### config.mk
export PLATFORM = sky130hd
export DESIGN_NAME = nbgs_div
export DESIGN_NICKNAME = d
export VERILOG_FILES = /design/src/rtl/nbgs_pkg.sv /design/src/rtl/nbgs_div.sv
export SDC_FILE = /design/constraint.sdc
export NUM_CORES = 1
export LEC_CHECK = 0
export BUFFER_PORTS_ARGS = -buffer_cell sky130_fd_sc_hd__buf_2
export CAP_MARGIN = 40
export CORE_MARGIN = 2
export CORE_UTILIZATION = 40
export CTS_CLUSTER_SIZE = 25
export DETAILED_ROUTE_END_ITERATION = 16
export GPL_ROUTABILITY_DRIVEN = 0
export PLACE_DENSITY = 0.61
export SLEW_MARGIN = 5
export SYNTH_ARGS = -nofsm -noshare
export SYNTH_HDL_FRONTEND = slang
export SYNTH_SLANG_ARGS = --single-unit
### constraint.sdc
create_clock -name clock -period 3.15 [get_ports clock]
set_input_delay 0 -clock clock [delete_from_list [all_inputs] [get_ports clock]]
set_output_delay 0 -clock clock [all_outputs]
set_load 0.05 [all_outputs]
### src/rtl/nbgs_pkg.sv
// ----------------------------------------------------------------------------
// nbgs_pkg: shared types and constants of the 2D gravity particle store
// Request and response layouts, command and status codes, fixed-point widths
// and the saturation and magnitude helpers used by the datapath.
// ----------------------------------------------------------------------------
package nbgs_pkg;

   localparam int MAX_PARTICLES = 1024;
   localparam int FRACTION_BITS = 24;

   localparam int SLOT_W    = 10;
   localparam int COUNT_W   = 11;
   localparam int ADDR_W    = SLOT_W + 1;
   localparam int RAM_DEPTH = 2 * MAX_PARTICLES;
   localparam int VAL_W     = 48;
   localparam int PAIR_W    = 2 * VAL_W;
   localparam int CFG_W     = 12;
   localparam int CSR_IDX_W = 2;

   // difference of two values, magnitude reduced to Q16
   localparam int DIFF_W    = VAL_W + 2;
   localparam int RED_SHIFT = FRACTION_BITS - 16;
   localparam int MAG_W     = DIFF_W - RED_SHIFT;
   localparam int SMALL_W   = 31;

   localparam int DIV_W       = 64;
   localparam int ROOT_W      = DIV_W / 2;
   localparam int MUL_X_W     = 33;
   localparam int MUL_Y_W     = 31;
   localparam int PROD_W      = MUL_X_W + MUL_Y_W;
   localparam int ACC_W       = 64;
   localparam int TERM_W      = FRACTION_BITS + 1;
   localparam int SCALE_SHIFT = 32;
   localparam int CEN_SHIFT   = 32 - FRACTION_BITS;
   localparam int PAIR_SHIFT  = 63 - FRACTION_BITS;

   // divide by ten after the final shift: floor(floor(p / 2^k) / 10) is the
   // same as floor(floor(p / 10) / 2^k), and the shifted value fits 32 bits
   localparam int TEN_IN_W    = PROD_W - PAIR_SHIFT;
   localparam int TEN_RECIP_W = 32;
   localparam int TEN_PROD_W  = TEN_IN_W + TEN_RECIP_W;
   localparam int TEN_SHIFT   = 35;
   localparam logic [TEN_RECIP_W-1:0] TEN_RECIP = 32'hCCCC_CCCD;

   localparam logic [DIV_W-1:0] FIVE_D2    = DIV_W'(5) << SCALE_SHIFT;
   localparam logic [DIV_W-1:0] RECIP_NUM  = DIV_W'(1) << (DIV_W - 1);

   localparam logic signed [VAL_W-1:0] VAL_MAX = {1'b0, {(VAL_W-1){1'b1}}};
   localparam logic signed [VAL_W-1:0] VAL_MIN = {1'b1, {(VAL_W-1){1'b0}}};

   localparam logic [1:0] CMD_ADD  = 2'd0;
   localparam logic [1:0] CMD_STEP = 2'd1;
   localparam logic [1:0] CMD_READ = 2'd2;

   localparam logic [1:0] STATUS_OK     = 2'd0;
   localparam logic [1:0] STATUS_FULL   = 2'd1;
   localparam logic [1:0] STATUS_UNUSED = 2'd2;

   localparam logic [CSR_IDX_W-1:0] CSR_CENTER_X     = 2'd0;
   localparam logic [CSR_IDX_W-1:0] CSR_CENTER_Y     = 2'd1;
   localparam logic [CSR_IDX_W-1:0] CSR_QUIET_RADIUS = 2'd2;

   typedef struct packed {
      logic [1:0]              cmd;
      logic signed [VAL_W-1:0] new_pos_x;
      logic signed [VAL_W-1:0] new_pos_y;
      logic signed [VAL_W-1:0] new_vel_x;
      logic signed [VAL_W-1:0] new_vel_y;
      logic [SLOT_W-1:0]       read_slot;
   } req_type;

   typedef struct packed {
      logic [1:0]              status;
      logic [SLOT_W-1:0]       slot;
      logic [COUNT_W-1:0]      count;
      logic signed [VAL_W-1:0] out_pos_x;
      logic signed [VAL_W-1:0] out_pos_y;
      logic signed [VAL_W-1:0] out_vel_x;
      logic signed [VAL_W-1:0] out_vel_y;
   } rsp_type;

   function automatic logic signed [VAL_W-1:0] sat_val(input logic signed [ACC_W:0] v);
      logic signed [VAL_W-1:0] res;
      if (v > (ACC_W+1)'(VAL_MAX)) begin
         res = VAL_MAX;
      end else if (v < (ACC_W+1)'(VAL_MIN)) begin
         res = VAL_MIN;
      end else begin
         res = VAL_W'(v);
      end
      return res;
   endfunction

   // magnitude truncated to Q16
   function automatic logic [MAG_W-1:0] reduce_mag(input logic signed [DIFF_W-1:0] v);
      logic [DIFF_W-1:0] m;
      m = v[DIFF_W-1] ? DIFF_W'(-v) : DIFF_W'(v);
      return m[DIFF_W-1:RED_SHIFT];
   endfunction

endpackage

### src/rtl/nbgs_div.sv
// ----------------------------------------------------------------------------
// nbgs_div: iterative unsigned divider
// Restoring division, one quotient bit per cycle, done pulses at the end.
// ----------------------------------------------------------------------------
module nbgs_div
   import nbgs_pkg::*;
(
   input  logic             clock,
   input  logic             reset,
   input  logic             start,
   input  logic [DIV_W-1:0] dividend,
   input  logic [DIV_W-1:0] divisor,
   output logic             done,
   output logic [DIV_W-1:0] quotient
);

   localparam int CNT_W = $clog2(DIV_W);

   logic             busy_ff, busy_in;
   logic             done_ff, done_in;
   logic [CNT_W-1:0] cnt_ff, cnt_in;
   logic [DIV_W-1:0] quo_ff, quo_in;
   logic [DIV_W-1:0] rem_ff, rem_in;
   logic [DIV_W-1:0] den_ff, den_in;
   logic [DIV_W:0]   shifted;
   logic             fits;

   assign shifted = {rem_ff, quo_ff[DIV_W-1]};
   assign fits    = shifted >= {1'b0, den_ff};

   always_comb begin
      busy_in = busy_ff;
      done_in = 1'b0;
      cnt_in  = cnt_ff;
      quo_in  = quo_ff;
      rem_in  = rem_ff;
      den_in  = den_ff;
      if (start) begin
         busy_in = 1'b1;
         cnt_in  = '0;
         quo_in  = dividend;
         rem_in  = '0;
         den_in  = divisor;
      end else if (busy_ff) begin
         rem_in = fits ? DIV_W'(shifted - {1'b0, den_ff}) : shifted[DIV_W-1:0];
         quo_in = {quo_ff[DIV_W-2:0], fits};
         cnt_in = cnt_ff + 1'b1;
         if (cnt_ff == CNT_W'(DIV_W - 1)) begin
            busy_in = 1'b0;
            done_in = 1'b1;
         end
      end
   end

   always_ff @(posedge clock) begin
      if (reset) begin
         busy_ff <= 1'b0;
         done_ff <= 1'b0;
      end else begin
         busy_ff <= busy_in;
         done_ff <= done_in;
      end
      cnt_ff <= cnt_in;
      quo_ff <= quo_in;
      rem_ff <= rem_in;
      den_ff <= den_in;
   end

   assign done     = done_ff;
   assign quotient = quo_ff;

endmodule

==> results of run 1 <==
-- layout make-up --
class                           count  area share
Clock inverter                     14      0.0111
Clock buffer                       18      0.0248
Inverter                           86      0.0182
Timing Repair Buffer              504       0.223
Tap cell                          390      0.0275
Sequential cell                   200       0.298
Multi-Input combinational cell    872       0.397
-- worst max-delay path: cells and delay by family (launching register included) --
kind	cells	cell delay [ns]
AO/OA/AOI/OAI	6	1.31
adder cells (fa/ha/maj)	1	0.29
buffers and inverters	4	0.50
flip-flops	1	0.37
AND/OR/NAND/NOR	3	0.70
-- cells in the mapped netlist (26+ instances only) --
cell,instances,area share
dfxtp_1,72,0.12
inv_1,85,0.027
clkbuf_1,62,0.020
a21o_1,28,0.018
a211oi_1,49,0.031
o21ai_0,38,0.016
a21oi_1,117,0.049
nor2_1,132,0.042
nand4_1,26,0.014
nand2_1,75,0.024
edfxtp_1,128,0.32
xor2_1,27,0.020
mux2_2,67,0.064
ha_1,65,0.069
-- per-layer routing --
| metal | global-route usage | share of wire | vias up |
|---|---|---|---|
| met2 | 0.381 | 0.48 | 365 |
| met1 | 0.295 | 0.44 | 5282 |
| met5 | 0 | 0 | - |
| met3 | 0.0519 | 0.065 | 47 |
| met4 | 0.0795 | 0.024 | 0 |
| li1 | - | - | 5432 |
-- timing repair --
item	CTS	global route
hold endpoints to repair	150	20
resized for setup	100	133
endpoints found under the setup margin	64	65
buffers inserted	11	5
pin swaps	61	61
cloned	8	2
hold buffers	129	1
-- per-stage QoR --
| stage | setup TNS, ns | instances | hold slack [ns] | total power, mW |
|---|---|---|---|---|
| after floorplan | 0 | 1233 | 0.0724 | 4.81 |
| after CTS | -2.14 | 2079 | -0.0982 | 8.54 |
| after detailed placement | -6.79 | 1899 | 0.178 | 5.67 |
| after global routing | -9.23 | 2084 | 0.222 | 9.15 |
| after global placement | -3.86 | 1899 | 0.177 | 5.65 |
| final | -2.34 | 2084 | 0.236 | 8.73 |
-- how the worst min path moves through the flow --
stage	start	end	depth (start not counted)
after CTS	start	den_ff[44]$_DFFE_PP_	1
after floorplan	reset	busy_ff$_SDFF_PP0_	1
final	reset	busy_ff$_SDFF_PP0_	3
after detailed placement	divisor[24]	den_ff[24]$_DFFE_PP_	1
after global placement	divisor[43]	den_ff[43]$_DFFE_PP_	1
after global routing	divisor[47]	den_ff[47]$_DFFE_PP_	2
-- flip-flops by register name, indices dropped and copies added, names as in the netlist --
name,flops
den_ff,64
quotient,64
rem_ff,64
cnt_ff,6
busy_ff,1
done,1
-- cell families after synthesis --
family / share of synthesized area
compound gates: 0.193
simple gates: 0.128
flops: 0.445
buf+inv: 0.0544
mux: 0.0720
fa+ha+maj: 0.0702
xor+xnor: 0.0369
-- power by group through the flow --
stage	Sequential, mW	Clock (mW)	Combinational, mW
2_1_floorplan	3.52	0	1.29
3_3_place_gp	3.23	0	2.42
3_5_place_dp	3.23	0	2.43
4_1_cts	3.19	2.46	2.88
5_1_grt	3.23	2.55	3.37
6_report	3.20	2.40	3.13
==> results.cfg, run 1 <==
[sta]
fin_worst_skew_ns = 0.0181
rsz0062_at_grt = yes
worstMarginPinSlew_ns = 0.877
slew_violations = 0
max_freq_mhz = 307
hold_viol = 0
finalCritPeriodShare = 1.03
timing.final.crit_period_ns = 3.26
worst_slack_ns = -0.109
relSlewSlack = 0.416
setup_viol = 46

[finish]
nets = 1878
layout-area-overhead-vs-synth_pct = 49.4
num_antenna_cells = 0
final_util = 0.603
fin_area_mm2 = 0.0177
multi_input_area_mm2 = 0.00704
register_area_mm2 = 0.00529
layout_common_cells = buf_2, buf_4, dlygate4sd3_1
drive_above_1_share = 0.382
final_common_cell = buf_2
nFillCells = 2418

[setup_path]
arrival_ns = 3.65
endpoint = rem_ff[23]$_SDFFE_PP0P_
required_ns = 3.54
cp_slowest_cell = or4_4
r2r-start = den_ff[26]$_DFFE_PP_
slowest_delay_ns = 0.54
reg2reg_slack_ns = -0.11
startpoint = den_ff[26]$_DFFE_PP_
ff2ff_path_depth = 14
worstSetupStartpointType = flop
worstPathCellList = inv_2, ha_4, nand2_2, or4_4, a311o_1, a211o_1, a21oi_4, o22ai_4, buf_12, buf_12, buf_12, nor2_4, a21oi_2, a211oi_2
r2r-end = rem_ff[23]$_SDFFE_PP0P_
cp_max_fo = 8
crit_top_cell = buf_12
endpoint_kind = flop
criticalPathCategory = reg2reg

[place]
detailed_place.area_mm2 = 0.0143
port_buffers = 195
preCtsSetupSlack_ns = -0.324
dp_hpwl_um = 23700

[global_routing]
grt_max_degree = 93
grt_pass1_wl_um = 56500
overflow = 0
antenna_found_initial = 0
grt_use_total = 0.230
grt_pass1_vias = 11000

[routing]
drt_iter0_markers = 623
route.detailed.drc = 0
via_per_inst = 5.34
drt_wl_total_um = 36000
vias = 11100
wl_per_cell_um = 17.3
detail_route.first_pass.iterations = 5
drtAntennaViolNets = 0

[floorplan]
rows = 63
chipWidth_um = 176
start_util = 0.404
dieHeight_um = 176
dieArea_mm2 = 0.0311
ios = 196
core_mm2 = 0.0294

[clocking]
cts.sinks = 200
clkTransAtPathRegs_ns = 0.09
clockBufferDepth = 2
clockRootBuffer = clkbuf_16
h-tree-depth = 4
cts_tree = done
cts_made_buffers = 17
worst_skew_pair.late_latency_ns = 0.47

[power_and_ir_drop]
irDropWorstVdd_mv = 0.433
p_int_mw = 5.69
power.share.switching = 0.348
p_switching_mw = 3.03
seqPwrFrac = 0.367
p_clk_frac = 0.275
p_comb_frac = 0.359
cellPowerDensity_mw_per_mm2 = 492
p_leak_nw = 7.47

[outcome]
status = complete, but fails checks
violations = setup timing

[logic_synthesis]
synth-seq-cells = 200
ys.flop_type = edfxtp_1
synth_cell_types = 67
synth_area_mm2 = 0.0119
syn_avg_cell_area_um2 = 9.63
netlist_instances = 1233
seq_area_frac_synth = 0.445
syn_nets = 1430
ys.warnings.count = 0
async_flop_share = 0
synth_edf_count = 128

[run]
drv_cap = 0

[hold_path]
hold_class = in2reg
Power figures use the tool's default switching activity.
==> inputs of run 2 (changes only) <==
Settings changed: ABC_AREA set to 1, PLACE_DENSITY 0.61 to unset.
==> run 2 against run 1 <==
  * The flow now finishes without violations
  * Register-to-register slack improved by 0.60 ns
  * Sequential power down 5%
  * Sequential cell count stayed put
  * Non-clock buffer count shrank 169
  * Total power is 25% lower
  * Final area decreased by 1.4%
  * Count of clock-buffer cells in the layout up 2
  * Area after synthesis rose by 20%
  * Worst hold slack improved by 0.0023 ns
  * Via count rose by 27%
==> results.cfg, run 2 <==
[outcome]
status = completed

[global_routing]
grt_pass1_vias = 13900
grt_use_total = 0.247
grt_pass1_wl_um = 71500
antenna_found_initial = 0
use_met2 = 0.404
grt.met3_usage = 0.0498
overflow = 0
met1_usage = 0.322
grt_most_used_layer = met2
grt_max_degree = 69

[logic_synthesis]
synth_commonest_cells = nand2_1, inv_1, nand3_1
synth_edf_count = 128
syn_nets = 2367
synth_top_area_frac = 0.270
synth_area_mm2 = 0.0142
yosysMostFrequentCell = nand2_1
synth-seq-cells = 200
seq_area_frac_synth = 0.372
netlist_instances = 2170
ys.flop_type = edfxtp_1
synth_cell_types = 40
synth_top_cell_by_area = edfxtp_1
async_flop_share = 0
ys.warnings.count = 0
syn_avg_cell_area_um2 = 6.55
synth_area_leaders = edfxtp_1, nand2_1, inv_1

[setup_path]
criticalPathCategory = reg2reg
cp_max_fo = 64
r2r-start = den_ff[17]$_DFFE_PP_
crit_top_cell = nand2_1
worstPathCellList = inv_1, ha_1, nand2_1, nor2_1, nand2_1, nor2_2, nand2_2, o21ai_2, nor2_4, nand2_4, buf_12, nand2_1, nand3_1, o21ai_0
reg2reg_slack_ns = 0.49
arrival_ns = 3.00
endpoint_kind = flop
r2r-end = rem_ff[9]$_SDFFE_PP0P_
required_ns = 3.48
ff2ff_path_depth = 14
cp_slowest_cell = ha_1
slowest_delay_ns = 0.38
worstSetupStartpointType = flop

[sta]
worstMarginPinSlew_ns = 0.746
finalCritPeriodShare = 0.845
timing.final.crit_period_ns = 2.66
setup_viol = 0
hold_viol = 0
max_freq_mhz = 376
fin_worst_skew_ns = 0.0216
hold_ws_ns = 0.239
worst_slack_ns = 0.487
relSlewSlack = 0.503
rsz0062_at_grt = no
slew_violations = 0
setup_tns_ns = 0

[routing]
via_per_inst = 4.77
route.detailed.drc = 0
drtAntennaViolNets = 0
drt_iter0_markers = 1291
detail_route.first_pass.iterations = 8
drt_wl_total_um = 44500
vias = 14100
wl_per_cell_um = 15.1

[clocking]
cts_tree = done
postCtsResizedCells = 0
worst_skew_pair.late_latency_ns = 0.47
h-tree-depth = 4
cts_made_buffers = 17
cts.sinks = 200
clockRootBuffer = clkbuf_16
clkTransAtPathRegs_ns = 0.08
clockBufferDepth = 2

[place]
dp.cells = 2789
port_buffers = 195
preCtsSetupSlack_ns = 0.575
dp_hpwl_um = 33900
detailed_place.area_mm2 = 0.0156

[power_and_ir_drop]
p_comb_frac = 0.183
p_switching_mw = 1.98
irDropWorstVdd_mv = 0.398
finalPower_mw = 6.55
p_int_mw = 4.57
p_clk_frac = 0.351
power.share.switching = 0.302
p_leak_nw = 9.52
cellPowerDensity_mw_per_mm2 = 374
seqPwrFrac = 0.466

[finish]
final_common_cell = nand2_1
layout_common_cells = nand2_1, inv_1, buf_2
nets = 2674
fin_area_mm2 = 0.0175
drive_above_1_share = 0.108
finalNonFillerCells = 2951
final_util = 0.495
layout-area-overhead-vs-synth_pct = 23.0
num_antenna_cells = 0

[hold_path]
hold_class = in2reg
min_to = den_ff[3]$_DFFE_PP_
min-delay-start = divisor[3]
hold_path_depth = 2

[floorplan]
rows = 69
dieArea_mm2 = 0.0371
chipWidth_um = 193
dieHeight_um = 193
core_mm2 = 0.0353
ios = 196
start_util = 0.403

[run]
drv_cap = 0
## run 2: routing by layer
layer  vias to the layer above  wire length, um
met1                      6288            20100
met2                       500            19700
met5                         -                0
li1                       7222                -
met4                         0             1560
met3                        80             3170
## run 2: timing repair
action                    CTS  global route
buffers inserted            0             0
hold endpoints to repair  133             0
hold buffers              130             0
## run 2: cells by family after synthesis
kind of cell | after synthesis | share of synthesized area
AOI/OAI and AO/OA | 110 | 0.0412
xor gates and xnor gates | 31 | 0.0191
adders and majority gates | 66 | 0.0586
buffers and inverters | 489 | 0.138
DFF | 200 | 0.372
and+or+nand+nor | 1274 | 0.371
## run 2: layout make-up
| cell class | instances | area [um2] |
|---|---|---|
| fill | 3622 | 17800 |
| multi-input combinational | 1481 | 6970 |
| sequential | 200 | 5290 |
| timing repair buffer | 335 | 2400 |
| inverter | 442 | 1660 |
| tap | 461 | 577 |
| clock buffer | 20 | 437 |
| clock inverter | 12 | 159 |
## run 2: how the worst max path moves through the flow
| stage | start | to | slack (ns) |
|---|---|---|---|
| global route | quotient[63]$_DFFE_PP_ | rem_ff[34]$_SDFFE_PP0P_ | 0.30 |
| finish | den_ff[17]$_DFFE_PP_ | rem_ff[9]$_SDFFE_PP0P_ | 0.49 |
| floorplan | busy_ff$_SDFF_PP0_ | quotient[0]$_DFFE_PP_ | 0.12 |
| detailed placement | den_ff[17]$_DFFE_PP_ | rem_ff[18]$_SDFFE_PP0P_ | 0.57 |
| CTS | den_ff[17]$_DFFE_PP_ | rem_ff[18]$_SDFFE_PP0P_ | 0.54 |
| global placement | den_ff[17]$_DFFE_PP_ | rem_ff[18]$_SDFFE_PP0P_ | 0.58 |
## run 2: critical path: cells and delay by family (launching register included)
family | cells | cell delay (ns)
and+or+nand+nor | 9 | 1.18
adders and majority gates | 1 | 0.38
DFF | 1 | 0.34
buffers and inverters | 2 | 0.30
AOI/OAI and AO/OA | 2 | 0.25
## run 2: power groups by stage
stage | combinational (mW) | sequential, mW | clock (mW)
finish | 1.20 | 3.05 | 2.30
floorplan | 0.433 | 3.39 | 0
detailed placement | 1.07 | 3.11 | 0
global route | 1.30 | 3.07 | 2.44
CTS | 1.20 | 3.05 | 2.36
global placement | 1.06 | 3.10 | 0
==> inputs of run 3 (changes only) <==
Clock period 3.15 ns to 2.75 ns, I/O delays scaled along.
==> run 3 against run 2 <==
  * Clock power rose by 16%
  * Sequential share of layout area fell by 0.34 points
  * Cell count rose by 0.51%
  * Sequential power rose by 14%
  * First-iteration DRC count fell by 13%
==> results.cfg, run 3 (synthesis results as in run 2) <==
[outcome]
status = completed

[sta]
fin_worst_skew_ns = 0.0201
relSlewSlack = 0.538
max_freq_mhz = 375
slew_violations = 0
worstMarginPinSlew_ns = 0.692
setup_viol = 0
finalCritPeriodShare = 0.969
worst_slack_ns = 0.0847
hold_viol = 0
timing.final.crit_period_ns = 2.67
hold_ws_ns = 0.156

[run]
drv_cap = 0

[finish]
nets = 2689
finalNonFillerCells = 2966
nFillCells = 3591
layout-area-overhead-vs-synth_pct = 24.4
layout_common_cells = nand2_1, inv_1, buf_2
final_common_cell = nand2_1
drive_above_1_share = 0.116
final_util = 0.501
num_antenna_cells = 0

[setup_path]
required_ns = 3.12
crit_top_cell = nand2_1
path_buf_inv = 3
slowest_delay_ns = 0.41
cp_max_fo = 5
r2r-start = den_ff[33]$_DFFE_PP_
arrival_ns = 3.03
endpoint_kind = flop
worstSetupStartpointType = flop
criticalPathCategory = reg2reg
ff2ff_path_depth = 13
cp_slowest_cell = nor2_1
worstPathCellList = inv_1, ha_1, nand2_1, nor2_1, inv_1, nor2_1, inv_1, o21bai_1, nand2_1, nand4_1, nand3_1, nand2_1, nand2_1
r2r-end = rem_ff[55]$_SDFFE_PP0P_
reg2reg_slack_ns = 0.08
path_delay_family = simple AND/OR/NAND/NOR gates

[global_routing]
grt_pass1_vias = 13800
antenna_found_initial = 1
overflow = 0
grt_use_total = 0.250
grt_max_degree = 131
grt_pass1_wl_um = 72100

[hold_path]
min-delay-start = start
hold_path_depth = 4
min_to = rem_ff[18]$_SDFFE_PP0P_
hold_class = in2reg

[routing]
drt_iter0_markers = 1127
via_per_inst = 4.81
drtAntennaViolNets = 0
route.detailed.drc = 0
wl_per_cell_um = 15.3
drt_wl_total_um = 45300
vias = 14300
detail_route.first_pass.iterations = 6

[clocking]
cts_made_buffers = 17
clockRootBuffer = clkbuf_16
worst_skew_pair.late_latency_ns = 0.47
clkTransAtPathRegs_ns = 0.08
cts_setup_buffers = 0
cts.sinks = 200
clockBufferDepth = 2
cts_tree = done
h-tree-depth = 4

[place]
dp_hpwl_um = 34300
preCtsSetupSlack_ns = 0.129
dp.cells = 2804
port_buffers = 195

[floorplan]
ios = 196
start_util = 0.403
core_mm2 = 0.0353
chipWidth_um = 193
dieHeight_um = 193
dieArea_mm2 = 0.0371
rows = 69

[power_and_ir_drop]
p_leak_nw = 9.62
finalPower_mw = 7.54
irDropWorstVdd_mv = 0.457
cellPowerDensity_mw_per_mm2 = 426
==> run 3: cell count changes in the layout (fill, tap and decap cells not counted), sizes merged <==
cell	delta
clkinv	+2
bufinv	-1
clkbuf	-3
buf	+15
inv	+2
==> run 3: repair_timing <==
action,CTS,global route
hold buffers,130,0
endpoints found under the hold margin,130,0
resized for setup,0,8
setup endpoints to repair,0,64
==> run 3: worst max path at each step <==
stage,startpoint,endpoint,slack (ns),cells past startpoint
detailed placement,den_ff[38]$_DFFE_PP_,rem_ff[18]$_SDFFE_PP0P_,0.13,15
CTS,den_ff[38]$_DFFE_PP_,rem_ff[18]$_SDFFE_PP0P_,0.1,15
global placement,den_ff[40]$_DFFE_PP_,rem_ff[18]$_SDFFE_PP0P_,0.11,15
global route,den_ff[38]$_DFFE_PP_,rem_ff[51]$_SDFFE_PP0P_,-0.006,17
finish,den_ff[33]$_DFFE_PP_,rem_ff[55]$_SDFFE_PP0P_,0.08,13
floorplan,quotient[63]$_DFFE_PP_,rem_ff[34]$_SDFFE_PP0P_,0.26,17
==> run 3: routing by layer <==
layer	wire (um)	global-route usage	up-vias
met1	20500	0.329	6409
met2	20100	0.405	498
met4	1520	0.0951	0
met5	0	0	-
met3	3200	0.0489	80
li1	-	-	7265
==> run 3: layout make-up <==
| type | instances | area (um2) | area share |
|---|---|---|---|
| flip-flops and latches | 200 | 5290 | 0.299 |
| clock inverters | 15 | 175 | 0.00990 |
| inverters | 442 | 1660 | 0.0939 |
| well taps | 461 | 577 | 0.0326 |
| clock buffers | 17 | 425 | 0.0241 |
| repair buffers | 350 | 2570 | 0.145 |
| multi-input cells | 1481 | 6990 | 0.395 |
==> run 3: stage by stage <==
step           TNS (ns)  area [um2]
6_report              0       17700
5_1_grt        -0.00964       17700
2_1_floorplan         0       14200
4_1_cts               0       17700
3_5_place_dp          0       15800
3_3_place_gp          0       15800
==> run 3: where the power goes <==
part           switching (mW)  leakage (nW)  internal, mW
Clock                    1.36         0.292          1.31
Combinational           0.925          7.46         0.458
Sequential             0.0872          1.86          3.41
Total                    2.37          9.62          5.17
==> run 3: tightest hold or removal path, cell delays in order <==
cell and delay, ns:
buf_4 0.13, nor2_2 0.05, clkinv_2 0.30, o21ai_1 0.09
