==> src/rtl/nbgs_pkg.sv <==
// ----------------------------------------------------------------------------
// nbgs_pkg: shared types and constants of the 2D gravity particle store
// Request and response layouts, command and status codes, fixed-point widths
// and the saturation and magnitude helpers used by the datapath.
// ----------------------------------------------------------------------------
package nbgs_pkg;

   localparam int MAX_PARTICLES = 1024;
   localparam int FRACTION_BITS = 24;

   localparam int SLOT_W    = 10;
   localparam int COUNT_W   = 11;
   localparam int ADDR_W    = SLOT_W + 1;
   localparam int RAM_DEPTH = 2 * MAX_PARTICLES;
   localparam int VAL_W     = 48;
   localparam int PAIR_W    = 2 * VAL_W;
   localparam int CFG_W     = 12;
   localparam int CSR_IDX_W = 2;

   // difference of two values, magnitude reduced to Q16
   localparam int DIFF_W    = VAL_W + 2;
   localparam int RED_SHIFT = FRACTION_BITS - 16;
   localparam int MAG_W     = DIFF_W - RED_SHIFT;
   localparam int SMALL_W   = 31;

   localparam int DIV_W       = 64;
   localparam int ROOT_W      = DIV_W / 2;
   localparam int MUL_X_W     = 33;
   localparam int MUL_Y_W     = 31;
   localparam int PROD_W      = MUL_X_W + MUL_Y_W;
   localparam int ACC_W       = 64;
   localparam int TERM_W      = FRACTION_BITS + 1;
   localparam int SCALE_SHIFT = 32;
   localparam int CEN_SHIFT   = 32 - FRACTION_BITS;
   localparam int PAIR_SHIFT  = 63 - FRACTION_BITS;

   // divide by ten after the final shift: floor(floor(p / 2^k) / 10) is the
   // same as floor(floor(p / 10) / 2^k), and the shifted value fits 32 bits
   localparam int TEN_IN_W    = PROD_W - PAIR_SHIFT;
   localparam int TEN_RECIP_W = 32;
   localparam int TEN_PROD_W  = TEN_IN_W + TEN_RECIP_W;
   localparam int TEN_SHIFT   = 35;
   localparam logic [TEN_RECIP_W-1:0] TEN_RECIP = 32'hCCCC_CCCD;

   localparam logic [DIV_W-1:0] FIVE_D2    = DIV_W'(5) << SCALE_SHIFT;
   localparam logic [DIV_W-1:0] RECIP_NUM  = DIV_W'(1) << (DIV_W - 1);

   localparam logic signed [VAL_W-1:0] VAL_MAX = {1'b0, {(VAL_W-1){1'b1}}};
   localparam logic signed [VAL_W-1:0] VAL_MIN = {1'b1, {(VAL_W-1){1'b0}}};

   localparam logic [1:0] CMD_ADD  = 2'd0;
   localparam logic [1:0] CMD_STEP = 2'd1;
   localparam logic [1:0] CMD_READ = 2'd2;

   localparam logic [1:0] STATUS_OK     = 2'd0;
   localparam logic [1:0] STATUS_FULL   = 2'd1;
   localparam logic [1:0] STATUS_UNUSED = 2'd2;

   localparam logic [CSR_IDX_W-1:0] CSR_CENTER_X     = 2'd0;
   localparam logic [CSR_IDX_W-1:0] CSR_CENTER_Y     = 2'd1;
   localparam logic [CSR_IDX_W-1:0] CSR_QUIET_RADIUS = 2'd2;

   typedef struct packed {
      logic [1:0]              cmd;
      logic signed [VAL_W-1:0] new_pos_x;
      logic signed [VAL_W-1:0] new_pos_y;
      logic signed [VAL_W-1:0] new_vel_x;
      logic signed [VAL_W-1:0] new_vel_y;
      logic [SLOT_W-1:0]       read_slot;
   } req_type;

   typedef struct packed {
      logic [1:0]              status;
      logic [SLOT_W-1:0]       slot;
      logic [COUNT_W-1:0]      count;
      logic signed [VAL_W-1:0] out_pos_x;
      logic signed [VAL_W-1:0] out_pos_y;
      logic signed [VAL_W-1:0] out_vel_x;
      logic signed [VAL_W-1:0] out_vel_y;
   } rsp_type;

   function automatic logic signed [VAL_W-1:0] sat_val(input logic signed [ACC_W:0] v);
      logic signed [VAL_W-1:0] res;
      if (v > (ACC_W+1)'(VAL_MAX)) begin
         res = VAL_MAX;
      end else if (v < (ACC_W+1)'(VAL_MIN)) begin
         res = VAL_MIN;
      end else begin
         res = VAL_W'(v);
      end
      return res;
   endfunction

   // magnitude truncated to Q16
   function automatic logic [MAG_W-1:0] reduce_mag(input logic signed [DIFF_W-1:0] v);
      logic [DIFF_W-1:0] m;
      m = v[DIFF_W-1] ? DIFF_W'(-v) : DIFF_W'(v);
      return m[DIFF_W-1:RED_SHIFT];
   endfunction

endpackage

==> src/rtl/nbgs_isqrt.sv <==
// ----------------------------------------------------------------------------
// nbgs_isqrt: iterative integer square root
// Digit-by-digit method, one result bit per cycle, done pulses at the end.
// ----------------------------------------------------------------------------
module nbgs_isqrt
   import nbgs_pkg::*;
(
   input  logic              clock,
   input  logic              reset,
   input  logic              start,
   input  logic [DIV_W-1:0]  radicand,
   output logic              done,
   output logic [ROOT_W-1:0] root
);

   logic             busy_ff, busy_in;
   logic             done_ff, done_in;
   logic [DIV_W-1:0] num_ff, num_in;
   logic [DIV_W-1:0] res_ff, res_in;
   logic [DIV_W-1:0] bit_ff, bit_in;
   logic [DIV_W-1:0] trial;

   assign trial = res_ff + bit_ff;

   always_comb begin
      busy_in = busy_ff;
      done_in = 1'b0;
      num_in  = num_ff;
      res_in  = res_ff;
      bit_in  = bit_ff;
      if (start) begin
         busy_in = 1'b1;
         num_in  = radicand;
         res_in  = '0;
         bit_in  = DIV_W'(1) << (DIV_W - 2);
      end else if (busy_ff) begin
         if (num_ff >= trial) begin
            num_in = num_ff - trial;
            res_in = (res_ff >> 1) + bit_ff;
         end else begin
            res_in = res_ff >> 1;
         end
         bit_in = bit_ff >> 2;
         if (bit_ff[0]) begin
            busy_in = 1'b0;
            done_in = 1'b1;
         end
      end
   end

   always_ff @(posedge clock) begin
      if (reset) begin
         busy_ff <= 1'b0;
         done_ff <= 1'b0;
      end else begin
         busy_ff <= busy_in;
         done_ff <= done_in;
      end
      num_ff <= num_in;
      res_ff <= res_in;
      bit_ff <= bit_in;
   end

   assign done = done_ff;
   assign root = res_ff[ROOT_W-1:0];

endmodule
==> config.mk <==
export PLATFORM = sky130hd
export DESIGN_NAME = nbgs_isqrt
export DESIGN_NICKNAME = d
export VERILOG_FILES = /design/src/rtl/nbgs_pkg.sv /design/src/rtl/nbgs_isqrt.sv
export SDC_FILE = /design/constraint.sdc
export NUM_CORES = 1
export LEC_CHECK = 0
export BUFFER_PORTS_ARGS = -buffer_cell sky130_fd_sc_hd__buf_2
export CORE_AREA = 10 10 166 168
export DETAILED_ROUTE_END_ITERATION = 7
export DIE_AREA = 0 0 176 178
export PLACE_DENSITY = 0.83
export SYNTH_ARGS = -nofsm -noshare
export SYNTH_HDL_FRONTEND = slang
export SYNTH_SLANG_ARGS = --single-unit
==> constraint.sdc <==
create_clock -name clock -period 19.9 [get_ports clock]
set_clock_uncertainty 0.2 [all_clocks]
set_input_delay 3.98 -clock clock [delete_from_list [all_inputs] [get_ports clock]]
set_output_delay 3.98 -clock clock [all_outputs]
set_load 0.01 [all_outputs]
==> summary by stage, run 1 <==
Synth
The gate count of the mapped netlist is 1,956. A synthesized cell averages 7.89 um^2. Summed over its instances, the top area cell type makes up between 10% and 20% of the synthesized netlist area. Sequential cells were found to cover about 25% of the synthesized design area. The Yosys step of the flow raised 0 warnings. The number of storage elements in the synthesis netlist is between 150 and 200. The most instantiated flip-flop cell in the synthesis netlist is sky130_fd_sc_hd__dfxtp_1.

Of all flip-flops after synthesis, the portion carrying an async set or reset was 0%. The summed instance area of the synthesized netlist is 0.0154 mm^2. The number of distinct standard cells referenced by the synthesized netlist is 94. After synthesis, the cell types taking the most area are sky130_fd_sc_hd__dfxtp_1 13%, sky130_fd_sc_hd__edfxtp_1 12%, sky130_fd_sc_hd__ha_1 11%. The number of flops mapped to enable cells by yosys is 64. Of all cell types, the one taking the most synthesized area is sky130_fd_sc_hd__dfxtp_1. The number of nets handed over by synthesis was about 2,200.

Layout
The sequential cells in the finished layout cover a total of 0.00389 mm^2. The area of the multi-input gates is around 0.011 mm^2. The post-route non-filler standard cell count is 2,268. The number of nets in the finished design is 2,129. The number of filler instances in the final layout is 2,056.

The library cells used most frequently in the layout, excluding fill and tap cells, are 203 x sky130_fd_sc_hd__nand2_1, 195 x sky130_fd_sc_hd__nor2_1, 165 x sky130_fd_sc_hd__o21ai_0. The finished cells cover 0.0163 mm^2. The area growth from synthesis to layout is 5.37%. The library cell used most frequently in the layout, excluding fill and tap cells, is sky130_fd_sc_hd__nand2_1.

The number of antenna diodes in the final layout is 0. The fraction of layout cells with a size suffix above 1 is 10.2%.

Hold path
The worst hold path passes through 2 cells. The worst hold path begins at res_ff[0]$_SDFFE_PP0P_. The type of the tightest min-delay check is reg2reg.

STA
The total of endpoints with negative setup slack in the final report is 0. The worst pin sits at a relative slew slack of between 20% and 30%. After layout, the worst path uses a little over a third of the clock period. The worst-case hold slack is 0.325 ns.

Setup repair after global routing left no endpoint under its margin. The final critical-path setup slack is around 13 ns. The shortest clock period the worst path allows after layout is approximately 7.2 ns. Adding up every negative setup slack in the final design gives 0 ns. The highest clock rate is 139 MHz. The number of max-slew violations in the final report is 0. The transition time of the tightest slew-check pin is 1.08 ns.

The total count of hold-check failures in the final report is 0.

Floorplanning
The die covers between 0.03 and 0.04 mm^2. The horizontal die dimension is 176 um. Measured along the y axis, the die boundary spans 178 um.

The number of top-level design ports is 100. In this run the standard cell core region covers 0.0241 mm^2. The number of cell rows is between 50 and 60. The initial utilization of the core area, before any placement, comes to 64.0%.

Placement
Detailed placement finished with a half-perimeter wire length of 33,100 um. At the end of routability-driven placement, the weighted congestion stood at 0.974. The minimum setup slack after placement is 12.85 ns. The count of buffers added on input and output ports is 99. The post-detailed-placement cell area is 0.0157 mm^2. Counting tap cells, the placed design contains a total of roughly 2,200 instances.

Setup path
The number of cells on the worst reg-to-reg path is 20. Data arrives at the worst endpoint at 7.03 ns. The worst register-to-register path begins at res_ff[4]$_SDFFE_PP0P_. STA classifies the critical path startpoint as a flop. The category of the critical setup timing path is reg2reg.

The launching instance or port of the critical path is res_ff[4]$_SDFFE_PP0P_. The kind of end point of the critical path is a flop. Of all nets on the critical path, the largest fanout is 70.

STA puts the critical path data required time at 19.76 ns.

Clock tree
For the worst-skew pair, the clock arrives at the later sink with an insertion delay of 0.45 ns. The library cell used as clock root buffer is sky130_fd_sc_hd__clkbuf_16. Hold repair after CTS inserted 0 buffers. After clock tree synthesis, the clock-pin slew on the worst setup and hold paths is 0.08 ns. Buffers inserted during clock tree synthesis total 17. The number of cells upsized or downsized after cts is 0.

The longest clock path from root to sink contains 2 buffers. The clock sink count is 162. The CTS tree is built. The number of setup buffers added after CTS is 0.

The maximum level of the CTS H-tree is 4.

Drt
The number of nets with antenna violations after routing is 0. After detailed routing, the total wire length is 44,300 um. For this run, design rule violations remaining after detail routing come to 0. The detailed-route wire length per cell is between 15 and 20 um. Across all layers, the routed design uses 14,900 vias.

For this run, the detailed router's first-pass iteration total came to 8. The post-detailed-route via-to-cell ratio is 6.58. The detailed router finished its first iteration with about 1,500 violations.

Global routing
The residual overflow from global routing is 0. The overall track demand over capacity in global routing is ~27%. Entering global routing, the biggest net connects 94 pins. The number of global-route vias before repair is 13,700. The initial antenna violation count is 0.

The wire length of the first global-routing pass is 71,100 um.

Pwr
In this run the power density over the cells is about 110 mW/mm^2. The worst IR drop on VDD is 68.3 uV. The static leakage is approximately 6.3 nW.

Job
Max-cap violations in this run came to 0.

Status
The run finished with clean final reports.
-- flip-flops by register name, indices dropped and copies added (netlist names) --
signal / count
bit_ff: 32
busy_ff: 1
num_ff: 64
done: 1
res_ff: 64
-- Yosys cell counts, types with 9 or more instances --
cell and instances:
sky130_fd_sc_hd__nand2_1 203, sky130_fd_sc_hd__nor2_1 195, sky130_fd_sc_hd__o21ai_0 166, sky130_fd_sc_hd__a21oi_1 132, sky130_fd_sc_hd__ha_1 130, sky130_fd_sc_hd__dfxtp_1 98, sky130_fd_sc_hd__xnor2_1 84, sky130_fd_sc_hd__clkbuf_1 82
sky130_fd_sc_hd__xor2_1 69, sky130_fd_sc_hd__a31oi_1 68, sky130_fd_sc_hd__edfxtp_1 64, sky130_fd_sc_hd__a21o_1 50, sky130_fd_sc_hd__a211oi_1 45, sky130_fd_sc_hd__mux2i_1 45, sky130_fd_sc_hd__nand4_1 44, sky130_fd_sc_hd__nand3_1 43
sky130_fd_sc_hd__inv_1 40, sky130_fd_sc_hd__buf_4 36, sky130_fd_sc_hd__nor3_1 26, sky130_fd_sc_hd__o21bai_1 23, sky130_fd_sc_hd__buf_2 19, sky130_fd_sc_hd__and2_1 17, sky130_fd_sc_hd__nor2b_1 16, sky130_fd_sc_hd__or3_1 16
sky130_fd_sc_hd__and3_1 15, sky130_fd_sc_hd__a31o_2 14, sky130_fd_sc_hd__o21a_1 13, sky130_fd_sc_hd__a311oi_1 12, sky130_fd_sc_hd__a21boi_0 10, sky130_fd_sc_hd__buf_1 9, sky130_fd_sc_hd__o21ai_1 9
-- layer usage --
layer | wire (um) | track usage [%]
met2 | 19700 | 43.0
met3 | 3650 | 5.07
met1 | 19900 | 37.7
met5 | 0 | 0
met4 | 1160 | 8.48
-- report_power, final --
part	internal [W]	leakage (nW)	total (W)	switching (W)
Combinational	0.000380	4.58	0.000984	0.000604
Sequential	0.000434	1.44	0.000492	0.0000576
Clock	0.000176	0.289	0.000332	0.000157
Total	0.000990	6.32	0.00181	0.000818
-- worst paths after layout --
kind,endpoint,slack (ns)
setup / recovery,num_ff[30]$_DFFE_PP_,12.73
hold / removal,res_ff[0]$_SDFFE_PP0P_,0.32
setup reg to reg,num_ff[30]$_DFFE_PP_,12.73
hold reg to reg,res_ff[0]$_SDFFE_PP0P_,0.32
-- kinds of logic after synthesis --
| logic type | after synthesis | share of synthesized area (%) |
|---|---|---|
| multiplexers | 50 | 3.28 |
| AO/OA/AOI/OAI | 641 | 27.5 |
| AND/OR/NAND/NOR | 628 | 19.0 |
| adder cells (fa/ha/maj) | 131 | 10.7 |
| XOR/XNOR | 153 | 8.68 |
| flip-flops | 162 | 25.2 |
| buffers and inverters | 191 | 5.71 |
-- per-stage QoR --
stage | util (%) | total power (W)
after floorplan | - | 0.00124
after global placement | 65.1 | 0.00144
after detailed placement | 65.1 | 0.00145
after CTS | 67.5 | 0.00179
after global routing | 67.5 | 0.00193
final | 67.5 | 0.00181
-- critical path, stage by stage (launching register included) --
cell and delay [ns]:
sky130_fd_sc_hd__dfxtp_1 0.37, sky130_fd_sc_hd__ha_1 0.39, sky130_fd_sc_hd__nand4_1 0.11, sky130_fd_sc_hd__o21ai_0 0.44
sky130_fd_sc_hd__a221o_1 0.31, sky130_fd_sc_hd__a21oi_1 0.19, sky130_fd_sc_hd__o41ai_2 0.49, sky130_fd_sc_hd__a22oi_2 0.21
sky130_fd_sc_hd__o41ai_4 0.50, sky130_fd_sc_hd__a21oi_2 0.17, sky130_fd_sc_hd__nor4b_1 0.31, sky130_fd_sc_hd__a311oi_1 0.10
sky130_fd_sc_hd__ha_1 0.42, sky130_fd_sc_hd__nand4_1 0.23, sky130_fd_sc_hd__nor4_1 0.48, sky130_fd_sc_hd__o21ai_1 0.15
sky130_fd_sc_hd__o211ai_1 0.24, sky130_fd_sc_hd__nor2_4 0.06, sky130_fd_sc_hd__buf_4 0.35, sky130_fd_sc_hd__o21ai_4 0.21
sky130_fd_sc_hd__buf_4 0.76
-- final cells by class --
type                    count  area share (%)
clock buffers              19            2.85
flip-flops and latches    162            23.9
multi-input cells        1603            65.7
clock inverters            13           0.692
repair buffers            106            3.41
inverters                  41           0.946
well taps                 324            2.49
Power figures use the tool's default switching activity.
==> run 2, diff against run 1 <==
- CORE_AREA: 10 10 166 168 -> 10 10 176 178
- DIE_AREA: 0 0 176 178 -> 0 0 186 188
- PLACE_DENSITY: 0.83 -> 0.78
- clock period: 19.9 -> 6.3 ns (I/O delays scaled with it)
==> summary by stage, run 2 (synthesis results as in run 1) <==
Global routing
The initial antenna violation count was 0 (unchanged). The number of global-route vias before repair was 14,200 (+3.3%). The wire length of the first global-routing pass came to 72,900 um (+2.5%). The overall track demand over capacity in global routing is 25.3% (-2.2 points). The residual overflow from global routing is 0 (unchanged). The maximum number of pins on one net before global-route repair is 168 (+79%).

Setup path
The category of the critical setup timing path is reg2reg. The type of origin of the critical path is a flop. The slowest stage of the critical path belongs to the cell sky130_fd_sc_hd__ha_1.

The endpoint arrival time on the critical path was 6.03 ns (-1.00 ns). The critical path goes through ha_1 -> a31oi_1 -> a211oi_2 -> a41oi_1 -> buf_4 -> nand2_1 -> a21oi_1 -> nor2_1 -> nor2_1 -> o21ai_0 -> a31oi_1 -> xor2_1 -> ha_1 -> nand3_1 -> nor4bb_1 -> a211oi_2 -> o21ai_1 -> a31oi_1 -> o2111ai_1 -> a21oi_1 -> a221o_1. The worst setup path is captured at a flop. Among the stages of the critical path, the cell type that occurs most often is sky130_fd_sc_hd__a31oi_1. The data required time of the worst path is 6.30 ns (-13.46 ns).

The largest stage delay on the critical path is 0.47 ns (-0.29 ns). The maximum net fanout on the critical path is 9 (-87%).

Clock tree
The clock latency on the worst-skew pair was 0.45 ns (about the same). The number of buffers on the longest clock path came to 2 (unchanged). The library cell used as clock root buffer is sky130_fd_sc_hd__clkbuf_16. The clock sink count was 162 (unchanged).

The maximum level of the CTS H-tree came to 4 (unchanged). The total CTS buffers is 17 (unchanged). TritonCTS built the clock tree. The clock slew seen by the registers of the worst setup and hold paths is 0.07 ns (about the same). The number of buffers inserted by hold repair at cts is 0 (unchanged).

Drt
The number of nets with antenna violations after routing is 0 (unchanged). The number of iterations in the first detailed-routing pass came to 5 (-3). The remaining design rule violation count is 0 (unchanged). The final wirelength was 45,900 um (+3.6%). The total number of vias is 15,000 (+0.79%). The post-detailed-route via-to-cell ratio is 6.44 (-2.2%). The number of DRC violations after detailed-routing iteration 0 was 1,393 (-9.1%). The detailed-route wire length per cell is 19.7 um (+0.56%).

STA
The total count of hold-check failures in the final report was 0 (unchanged). The worst-case hold slack is 0.322 ns (-0.00329 ns). The number of max-slew violations in the final report is 0 (unchanged).

The final clock period utilization by the worst path is 95.8% (+60 points). The highest clock rate is 166 MHz (+19%). The transition time of the tightest slew-check pin is 0.963 ns (-0.122 ns). The total of endpoints with negative setup slack in the final report is 0 (unchanged).

The total negative slack came to 0 ns (unchanged). The headroom to the max-slew limit was 35.8% (+8.6 points). The shortest clock period the worst path allows after layout is 6.04 ns (-1.13 ns).

Floorplanning
The overall die area was 0.0350 mm^2 (+12%). The effective utilization at floorplan is 56.2% (-7.9 points). The horizontal die dimension came to 186 um (+5.7%). The number of cell rows is 61 (+7.0%). The die height is 188 um (+5.6%). The core outline area is 0.0275 mm^2 (+14%). The number of top-level design ports is 100 (unchanged).

Layout
In the layout the commonest cells are 203 x sky130_fd_sc_hd__nand2_1, 194 x sky130_fd_sc_hd__nor2_1, 161 x sky130_fd_sc_hd__o21ai_0. The number of filler instances in the final layout is 2,434 (+18%). The number of nets in the finished design is 2,176 (+2.2%). The area growth from synthesis to layout is 9.21%. Leaving out fill and tap cells, the most frequent cell in the layout is sky130_fd_sc_hd__nand2_1. In the final layout, the registers with the most flip-flops are num_ff (64), res_ff (64), bit_ff (32). The number of diodes came to 0 (unchanged). The fraction of layout cells with a size suffix above 1 is 12.8% (+2.6 points). The final instance area is 0.0169 mm^2 (+3.6%).

Pwr
The share of power burned in registers is 25.6% (-1.6 points). The worst IR drop on VDD is 200 uV (+190%). The design internal power is 0.00328 W (+230%). The net switching power is 0.00267 W (+230%).

The combinational group share of total power is 55.9% (+1.5 points). The relative contribution of the clock network to total power came to 18.5% (about the same). The total power per unit cell area is 353 mW/mm^2 (+220%). The proportion of total power due to net switching was 44.8% (-0.41 points). The static leakage came to 6.65 nW (+5.2%).

Hold path
The type of the tightest min-delay check is reg2reg.

Job
The max-cap check violation count came to 0 (unchanged).

Placement
The quantity of I/O buffers inserted on ports is 99 (unchanged). The weighted congestion reported at the end of routability-driven placement is 0.940 (-3.5%). The post-detailed-placement cell area was 0.0161 mm^2 (+2.4%).

The HPWL after detailed placement came to 33,800 um (+2.0%).

Status
The flow ran to the end, and the final reports show no timing, DRC or antenna violations.
run 2: cell types whose count changed in the layout (fill, tap and decap cells not counted), sizes merged:
cell,before,now
buf,106,151
bufinv,0,1
clkbuf,19,21
clkinv,4,5
inv,50,48
run 2: final cells by class:
type,instances,area (um^2),share of cell area [%]
Multi-Input combinational cell,1603,10800,63.9
Sequential cell,162,3890,23.1
Clock inverter,13,134,0.794
Timing Repair Buffer,153,1020,6.06
Tap cell,346,433,2.57
Clock buffer,19,464,2.75
Inverter,41,154,0.913
run 2: what timing repair did:
action / 4_1_cts / 5_1_grt
setup buffers: 0 / 6
pin swaps: 0 / 11
cloned: 0 / 3
resized for setup: 1 / 17
setup endpoints to repair: 37 / 132
run 2: per-stage QoR:
step	setup WS, ns	util (%)	power [W]	instances
6_report	0.264	61.3	0.00595	2337
5_1_grt	-0.0146	61.3	0.00633	2337
4_1_cts	0.0525	60.7	0.00583	2328
3_5_place_dp	0.0712	58.5	0.00471	2296
3_3_place_gp	0.354	58.5	0.00466	2296
2_1_floorplan	0.206	-	0.00391	1956
run 2: worst max-delay path, delay by kind of cell (launching register included):
family | cells | cell delay, ns
buf+inv | 1 | 0.18
compound gates | 12 | 3.07
simple gates | 5 | 1.07
flops | 1 | 0.34
fa+ha+maj | 2 | 0.80
xor+xnor | 1 | 0.11
run 2: power by group through the flow:
| stage | registers [W] | logic, W | clock network (W) |
|---|---|---|---|
| after global routing | 0.00154 | 0.00364 | 0.00115 |
| after floorplan | 0.00148 | 0.00243 | 0 |
| final | 0.00152 | 0.00333 | 0.00110 |
| after CTS | 0.00152 | 0.00320 | 0.00111 |
| after detailed placement | 0.00154 | 0.00316 | 0 |
| after global placement | 0.00154 | 0.00312 | 0 |
run 2: worst paths after layout:
| kind | start | end | slack [ns] | cells past startpoint |
|---|---|---|---|---|
| max | bit_ff[2]$_SDFFE_PP0P_ | num_ff[62]$_DFFE_PP_ | 0.26 | 21 |
| min | res_ff[0]$_SDFFE_PP0P_ | res_ff[0]$_SDFFE_PP0P_ | 0.32 | 2 |
| max reg2reg | bit_ff[2]$_SDFFE_PP0P_ | num_ff[62]$_DFFE_PP_ | 0.26 | 21 |
| min reg2reg | res_ff[0]$_SDFFE_PP0P_ | res_ff[0]$_SDFFE_PP0P_ | 0.32 | 2 |
run 2: per-layer routing:
layer  wire length (um)  global-route usage, %
met1              20500                   34.6
met2              20700                   39.2
met5                  0                      0
met4               1280                   8.84
met3               3480                   4.18
==> run 3, diff against run 2 <==
- ABC_AREA: default -> 1
- CORE_AREA: 10 10 176 178 -> 10 10 198 200
- DIE_AREA: 0 0 186 188 -> 0 0 208 210
==> summary by stage, run 3 <==
Status
The flow ran to the end, and the final reports show no timing, DRC or antenna violations.

Synth
The part of the Yosys area used for sequential elements is 19.3% (-5.9 points). The gate count of the mapped netlist is 3,590 (+84%). Sorting the synthesized cells by how often they occur yields 1,225 x sky130_fd_sc_hd__nand2_1, 488 x sky130_fd_sc_hd__inv_1, 452 x sky130_fd_sc_hd__nor2_1. The number of storage elements in the synthesis netlist was 162 (unchanged). The mux contribution to synthesized area is 0% (-3.3 points). The most area-hungry cell type in the Yosys netlist is sky130_fd_sc_hd__nand2_1. The number of distinct standard cells referenced by the synthesized netlist came to 44 (-53%).

The post-synthesis share of cell area spent on full adders, half adders and majority gates came to 8.18% (-2.5 points). The mean post-synth cell area is 5.61 um^2 (-29%). The number of warnings printed during yosys synthesis came to 0 (unchanged).

By instance count, the leading cell after synthesis is sky130_fd_sc_hd__nand2_1. The largest family of logic cells by synthesized area is simple AND/OR/NAND/NOR gates. The synthesized-area fraction occupied by xor and xnor cells is 4.39% (-4.3 points). Yosys attributes the largest share of cell area to sky130_fd_sc_hd__nand2_1 23%, sky130_fd_sc_hd__dfxtp_1 9.7%, sky130_fd_sc_hd__edfxtp_1 9.5%. The most instantiated flip-flop cell in the synthesis netlist is sky130_fd_sc_hd__dfxtp_1. The total nets after synthesis is 3,788 (+76%). The area share of the largest cell type after synthesis was 22.8% (+10 points).

The summed instance area of the synthesized netlist is 0.0201 mm^2 (+30%). The simple-gate share of the synthesized area was 43.0% (+24 points). The number of flops mapped to enable cells by yosys is 64 (unchanged). The post-synthesis async set-or-reset flop share is 0% (unchanged). The complex-gate fraction of the synthesized area is 12.7% (-15 points).

Setup path
The endpoint arrival time on the critical path is 5.61 ns (-0.42 ns). The maximum net fanout on the critical path was 16 (+7). The kind of end point of the critical path is a flop. The setup path with the least slack is of type reg2reg.

The data required time of the worst path is 6.26 ns (-0.04 ns). The type of origin of the critical path is a flop.

Pwr
The post-route total power came to 0.00902 W (+52%). The design internal power was 0.00410 W (+25%). The worst IR drop on VDD is 271 uV (+35%). The relative contribution of the clock network to total power is 12.4% (-6.1 points). The combinational group share of total power is 66.3% (+10 points). The proportion of total power due to net switching is 54.6% (+9.7 points). The net switching power is 0.00492 W (+85%). The total power per unit cell area is 424 mW/mm^2 (+20%). The static leakage came to 9.90 nW (+49%).

The share of power burned in registers is 21.3% (-4.3 points).

Global routing
The wire length of the first global-routing pass came to 118,000 um (+62%). The number of global-route vias before repair is 21,800 (+54%). The maximum number of pins on one net before global-route repair is 97 (-42%). The initial antenna violation count is 1 (+1). The overall track demand over capacity in global routing is 34.0% (+8.7 points). The residual overflow from global routing is 0 (unchanged).

Layout
From synthesis to final layout, the design area changed by 5.80%. The area of the multi-input gates is 0.0137 mm^2 (+28%). The number of diodes came to 0 (unchanged).

The largest registers in the layout are num_ff (64), res_ff (64), bit_ff (32). In the layout the commonest cells are 1,224 x sky130_fd_sc_hd__nand2_1, 488 x sky130_fd_sc_hd__inv_1, 452 x sky130_fd_sc_hd__nor2_1. The number of nets in the finished design was 3,804 (+75%). The commonest non-fill, non-tap cell in the layout is sky130_fd_sc_hd__nand2_1. The final standard cell utilization of the core is 60.5% (-0.89 points). The register cell area after layout is 0.00388 mm^2 (about the same).

The post-route non-filler standard cell count is 4,080 (+75%). The fraction of layout cells with a size suffix above 1 is 5.28% (-7.5 points). The number of filler instances in the final layout came to 3,829 (+57%).

Floorplanning
The horizontal die dimension is 208 um (+12%). The overall die area is 0.0437 mm^2 (+25%). The die height is 210 um (+12%). The number of top-level design ports is 100 (unchanged). The number of cell rows is 69 (+13%). The effective utilization at floorplan is 57.1% (+0.97 points).

The core outline area is 0.0352 mm^2 (+28%).

Clock tree
The clock slew seen by the registers of the worst setup and hold paths was 0.07 ns (about the same). The clock sink count was 162 (unchanged). The number of cells upsized or downsized after cts is 0 (-1).

The setup fix buffers added after clock tree synthesis came to 0 (unchanged). The clock latency on the worst-skew pair was 0.47 ns (+0.02 ns). TritonCTS built the clock tree.

The maximum level of the CTS H-tree was 4 (unchanged). The tree is rooted in a sky130_fd_sc_hd__clkbuf_16. The number of buffers on the longest clock path is 2 (unchanged). The number of buffers inserted by hold repair at cts is 0 (unchanged). The total CTS buffers is 17 (unchanged).

STA
The final clock period utilization by the worst path is 89.7% (-6.1 points). The total count of hold-check failures in the final report came to 0 (unchanged). The transition time of the tightest slew-check pin is 1.11 ns (+0.147 ns). The total of endpoints with negative setup slack in the final report came to 0 (unchanged). Setup repair after global routing left no endpoint under its margin. The highest clock rate was 177 MHz (+6.8%). The final critical-path setup slack came to 0.650 ns (+0.387 ns). The headroom to the max-slew limit is 26.0% (-9.8 points). The total negative slack is 0 ns (unchanged). The shortest clock period the worst path allows after layout came to 5.65 ns (-0.387 ns).

The number of max-slew violations in the final report is 0 (unchanged).

Drt
The detailed-route wire length per cell is 18.8 um (-4.6%). The number of nets with antenna violations after routing came to 0 (unchanged). The total number of vias is 23,100 (+54%). The final wirelength is 76,500 um (+67%). The remaining design rule violation count is 0 (unchanged). The number of DRC violations after detailed-routing iteration 0 is 2,270 (+63%). The number of iterations in the first detailed-routing pass was 7 (+2). The post-detailed-route via-to-cell ratio came to 5.67 (-12%).

Placement
The minimum setup slack after placement is 0.805 ns (+0.733 ns). The number of placed instances with taps included came to 4,048 (+76%). The weighted congestion reported at the end of routability-driven placement came to 1.02 (+8.9%).

The HPWL after detailed placement is 61,700 um (+83%). The quantity of I/O buffers inserted on ports is 99 (unchanged).

Hold path
In this run the worst hold path is classified as reg2reg.

Job
The max-cap check violation count came to 0 (unchanged).
==> run 3: worst paths after layout <==
check | start | endpoint | slack [ns] | cells after the start
worst max register to register | res_ff[4]$_SDFFE_PP0P_ | num_ff[49]$_DFFE_PP_ | 0.65 | 23
worst min-delay path | res_ff[0]$_SDFFE_PP0P_ | res_ff[0]$_SDFFE_PP0P_ | 0.29 | 2
worst min register to register | res_ff[0]$_SDFFE_PP0P_ | res_ff[0]$_SDFFE_PP0P_ | 0.29 | 2
worst max-delay path | res_ff[4]$_SDFFE_PP0P_ | num_ff[49]$_DFFE_PP_ | 0.65 | 23
==> run 3: cells by family (layout without fill, tap and decap cells) <==
group / count (synthesis) / count (layout)
AOI/OAI and AO/OA: 470 / 470
xor gates and xnor gates: 101 / 101
adders and majority gates: 131 / 131
DFF: 162 / 162
buffers and inverters: 613 / 642
and+or+nand+nor: 2113 / 2113
==> run 3: power by group through the flow <==
stage	registers (W)	logic, W	clock network, W
after global placement	0.00191	0.00578	0
after global routing	0.00195	0.00666	0.00115
after CTS	0.00189	0.00583	0.00112
after floorplan	0.00169	0.00447	0
after detailed placement	0.00192	0.00580	0
final	0.00192	0.00598	0.00112
==> run 3: final cells by class <==
class	instances	area share [%]
Timing Repair Buffer	116	3.06
Sequential cell	162	18.2
Clock inverter	12	0.635
Tap cell	461	2.71
Multi-Input combinational cell	2815	64.5
Inverter	494	8.71
Clock buffer	20	2.15
==> run 3: metal layers <==
metal	global-route usage, %	routed length, um	up-vias
met2	57.1	35500	1076
met4	18.6	4540	0
met3	4.79	5510	232
met5	0	0	-
li1	-	-	11500
met1	41.4	31000	10400
==> run 3: metrics by stage <==
step / hold WS, ns / cell area [um^2]
after floorplan: 0.263 / 20100
after global routing: 0.331 / 21300
final: 0.285 / 21300
after CTS: 0.288 / 21300
after global placement: 0.276 / 20700
after detailed placement: 0.275 / 20700
==> run 3: critical path, stage by stage (launching register included) <==
cell,delay (ns)
sky130_fd_sc_hd__dfxtp_1,0.51
sky130_fd_sc_hd__ha_1,0.35
sky130_fd_sc_hd__nand2_1,0.13
sky130_fd_sc_hd__o21ai_0,0.13
sky130_fd_sc_hd__nor2_1,0.41
sky130_fd_sc_hd__nor2_1,0.06
sky130_fd_sc_hd__or2_2,0.33
sky130_fd_sc_hd__nand2_1,0.07
sky130_fd_sc_hd__nand2_1,0.13
sky130_fd_sc_hd__nand3_1,0.14
sky130_fd_sc_hd__nand2_1,0.16
sky130_fd_sc_hd__xnor2_1,0.18
sky130_fd_sc_hd__ha_1,0.37
sky130_fd_sc_hd__nand2_1,0.12
sky130_fd_sc_hd__nor2_1,0.21
sky130_fd_sc_hd__nand3_1,0.14
sky130_fd_sc_hd__nor2_1,0.22
sky130_fd_sc_hd__nand4_1,0.23
sky130_fd_sc_hd__nand3_2,0.18
sky130_fd_sc_hd__nand2_2,0.07
sky130_fd_sc_hd__nand2_2,0.07
sky130_fd_sc_hd__nand2_2,0.25
sky130_fd_sc_hd__nand2_2,0.37
sky130_fd_sc_hd__buf_4,0.31
